### src/rtl/core/iar_pkg.sv
// Shared types, conversion codes and character constants for the integer to ASCII block.
package iar_pkg;

  localparam int MAX_CHARS = 11;

  localparam logic [2:0] FUNC_SDEC  = 3'd0;
  localparam logic [2:0] FUNC_UDEC  = 3'd1;
  localparam logic [2:0] FUNC_HEXL  = 3'd2;
  localparam logic [2:0] FUNC_HEXU  = 3'd3;
  localparam logic [2:0] FUNC_OCT   = 3'd4;

  localparam logic [7:0] ASCII_ZERO  = 8'h30;
  localparam logic [7:0] ASCII_LOWA  = 8'h61;
  localparam logic [7:0] ASCII_UPA   = 8'h41;
  localparam logic [7:0] ASCII_MINUS = 8'h2d;

  // Reciprocal of ten, scaled by two to the power 35.
  localparam logic [31:0] RECIP10 = 32'hcccc_cccd;

  typedef struct packed {
    logic load;
    logic step;
    logic emit;
  } iar_cmd_t;

  typedef struct packed {
    logic func_ok;
    logic conv_done;
    logic out_free;
    logic emit_last;
  } iar_status_t;

  function automatic logic [7:0] digit_to_ascii(input logic [3:0] d, input logic upper);
    logic [7:0] c;
    if (d < 4'd10) begin
      c = ASCII_ZERO + {4'b0, d};
    end else if (upper) begin
      c = ASCII_UPA + {4'b0, d} - 8'd10;
    end else begin
      c = ASCII_LOWA + {4'b0, d} - 8'd10;
    end
    return c;
  endfunction

endpackage

### src/rtl/core/iar_controller.sv
// Controller: sequences loading, digit extraction and character emission.
module iar_controller
  import iar_pkg::*;
(
  input  logic        clk,
  input  logic        rst,
  input  logic        in_valid,
  output logic        in_ready,
  input  iar_status_t status,
  output iar_cmd_t    cmd
);

  typedef enum logic [2:0] {
    IDLE    = 3'b001,
    CONVERT = 3'b010,
    EMIT    = 3'b100
  } state_t;

  state_t state;
  state_t state_next;

  assign in_ready = (state == IDLE);

  always_comb begin
    state_next = state;
    cmd        = '0;
    unique case (state)
      IDLE: begin
        // An undefined conversion code is taken and dropped.
        if (in_valid && status.func_ok) begin
          cmd.load   = 1'b1;
          state_next = CONVERT;
        end
      end
      CONVERT: begin
        cmd.step = 1'b1;
        if (status.conv_done) begin
          state_next = EMIT;
        end
      end
      EMIT: begin
        if (status.out_free) begin
          cmd.emit = 1'b1;
          if (status.emit_last) begin
            state_next = IDLE;
          end
        end
      end
      default: begin
        state_next = IDLE;
      end
    endcase
  end

  always_ff @(posedge clk) begin
    if (rst) begin
      state <= IDLE;
    end else begin
      state <= state_next;
    end
  end

endmodule
### config.mk
export PLATFORM = sky130hd
export DESIGN_NAME = iar_controller
export DESIGN_NICKNAME = d
export VERILOG_FILES = /design/src/rtl/core/iar_pkg.sv /design/src/rtl/core/iar_controller.sv
export SDC_FILE = /design/constraint.sdc
export NUM_CORES = 1
export LEC_CHECK = 0
export ABC_AREA = 1
export BUFFER_PORTS_ARGS = -buffer_cell sky130_fd_sc_hd__buf_2
export CAP_MARGIN = 20
export CORE_AREA = 2 2 39 41
export CTS_CLUSTER_SIZE = 12
export DETAILED_ROUTE_END_ITERATION = 6
export DIE_AREA = 0 0 41 43
export HOLD_SLACK_MARGIN = 0.12
export MAX_ROUTING_LAYER = met4
export PLACE_DENSITY = 0.3
export REMOVE_ABC_BUFFERS = 1
export SKIP_CTS_REPAIR_TIMING = 1
export SLEW_MARGIN = 20
export SYNTH_ARGS = -nofsm -noshare
export SYNTH_HDL_FRONTEND = slang
export SYNTH_SLANG_ARGS = --single-unit
### constraint.sdc
create_clock -name clk -period 1.1 [get_ports clk]
set_input_delay 0.22 -clock clk [delete_from_list [all_inputs] [get_ports clk]]
set_output_delay 0.22 -clock clk [all_outputs]
set_load 0.01 [all_outputs]
==> results.tsv <==
metric	value	unit
P_int	0.000435	W
Flop pwr share	24.9	%
synthesized instance count	27	
Clock Skews	0.347	ps
Final nets	56	
filler instances	163	
DR vias	249	
switching share of power	35.5	%
final count of hold timing violations	0	
row cnt	14	
Synth Register Bits	3	
RSZ-0062 raised after global routing	true	
Tcrit/Tclk final	120	%
Critical Path Start	state[0]	
DRT Pass-1 Iters	2	
largest net degree at the start of global routing	5	
boundary pin count	11	
Finish-stage setup viols	5	
initial antenna violation count	0	
ANT nets after route	0	
utilization after layout	27.1	%
clk_lat worst skew	230	ps
CTS tree	done	
number of flip-flops in the largest register	3	
post-route minimum period	1320	ps
DR iter-0 viols	1	
Final Slew Violations	0	
Tightest Pin Transition	193	ps
area delta synth->final	98.7	%
warnings from Yosys	0	
most common cell in the netlist	nand3_1	
Distinct cells, synth	13	
syn_area_per_cell	7.00	um2
CTS clk-pin slew, worst paths	30	ps
final setup margin	-216	ps
Hold Path Class	input port to register	
Max FO, Critical Path	3	
Initial Utilization	13.7	%
Die Y	43	um
Inserted Clock Buffers	3	
Clk network pwr share	28.0	%
Reg2Reg Depth	6	
fraction of registers with async set/reset	0	%
crit path launch type	register	
area of the die	1760	um2
Worst setup endpoint	cmd[2]	
failing checks	negative setup slack	
WL/cell	8.77	um
Post-synth EDFFs	0	
R2R Setup Slk	-20	ps
Largest Register	state	
worst flop-to-flop path endpoint	state[1]	
total track usage	7.72	%
Crit path required time	880	ps
area leader, netlist	dfxtp_1	
number of max-cap violations	0	
synthesized cell area	189	um2
Total Power	0.000675	W
Comb pwr share	47.1	%
share of layout cells above drive strength 1	68.8	%
WL final	561	um
CTS Root Cell	clkbuf_4	
Vias/cell	3.89	
worst r2r src	state[0]	
die width	41	um
biggest regs	state (3)	
DR DRC count	0	
Leak	0.206	nW
Fmax	0.760	GHz
clock sink count	3	
HPWL Detailed	411	um
first-pass GRT wire length	890	um
outcome	finished, violations left	
ranking of synthesized cells by area	dfxtp_1, nand3_1, nor3_4, inv_1, nand2_1	
CTS H-Tree Depth	1	
Rel. slew slack	87.1	%
critical path endpoint category	primary output	
top cell type's share of synthesized area	31.8	%
WS Path Type	register to primary output	
grt ovf	0	
maximum root-to-sink buffer count	2	
Port Buf Inserts	10	
post-place setup slack	23.1	ps
Max IR drop VDD	0.831	mV
CP Data Arrival Time	1100	ps
RD Place Congestion	0.666	
Layout Cells excl Fill	64	
Seq/Total Area, Yosys	31.8	%
Most used DFF post-synth	dfxtp_1	
core area	1380	um2
vias in the first global route	243	
antenna diode count	0	
synth cell count leaders	nand3_1, inv_1, dfxtp_1, nand2_1	
dpl cells	56	
Switch Pwr	0.000239	W
Pwr Density	1800	nW/um2
-- per-layer routing --
metal | global-route usage (%) | wire [um] | up-vias
met1 | 9.32 | 237 | 110
met5 | - | 0 | -
met4 | 2.00 | 0 | 0
met3 | 4.71 | 30 | 0
met2 | 10.6 | 293 | 8
li1 | - | - | 131
-- worst min-delay path by stage --
stage | from | depth (start not counted) | slack [ps] | to
after floorplan | rst | 1 | 290 | state[1]
after CTS | rst | 2 | 170 | state[1]
final | rst | 2 | 170 | state[1]
after global placement | rst | 2 | 420 | state[1]
after detailed placement | rst | 2 | 420 | state[1]
after global routing | rst | 2 | 170 | state[1]
-- worst max-delay path: stages (launching register included) --
cell and delay (ps):
dfxtp_2 340, inv_4 40, nor3_4 200, nand3_2 110
inv_1 60, buf_2 120
-- logic make-up after synthesis --
group	share of synthesized area, %
AOI/OAI and AO/OA	12.6
DFF	31.8
buffers and inverters	11.9
and+or+nand+nor	43.7
-- layout by cell type, fill, tap and decap left out, drive strengths merged --
master,synthesis,routed
nand3,6,6
nand2,3,3
nor3,1,1
nor2,2,2
buf,0,17
dfxtp,3,3
clkbuf,0,4
a21oi,3,3
and3,1,1
o21ai,1,1
nand4,1,1
inv,6,6
-- cell type report --
type	instances	area [um2]	area share [%]
clock buffers	4	26.3	7.00
inverters	6	25.0	6.67
multi-input cells	18	128	34.0
flip-flops and latches	3	66.3	17.7
well taps	16	20.0	5.33
repair buffers	17	110	29.3
-- power groups by stage --
stage	registers [W]	clock network, W	logic [W]
global route	0.000172	0.000213	0.000352
floorplan	0.000158	0	0.000146
CTS	0.000160	0.000203	0.000242
finish	0.000168	0.000189	0.000318
global placement	0.000165	0	0.000239
detailed placement	0.000162	0	0.000241
-- stage by stage --
step           setup TNS (ps)  hold WS [ps]  cell area, um2
6_report                 -614           172             375
2_1_floorplan               0           289             189
3_3_place_gp                0           420             282
3_5_place_dp                0           418             282
4_1_cts                  -689           169             308
5_1_grt                  -990           169             375
Power figures use the tool's default switching activity.
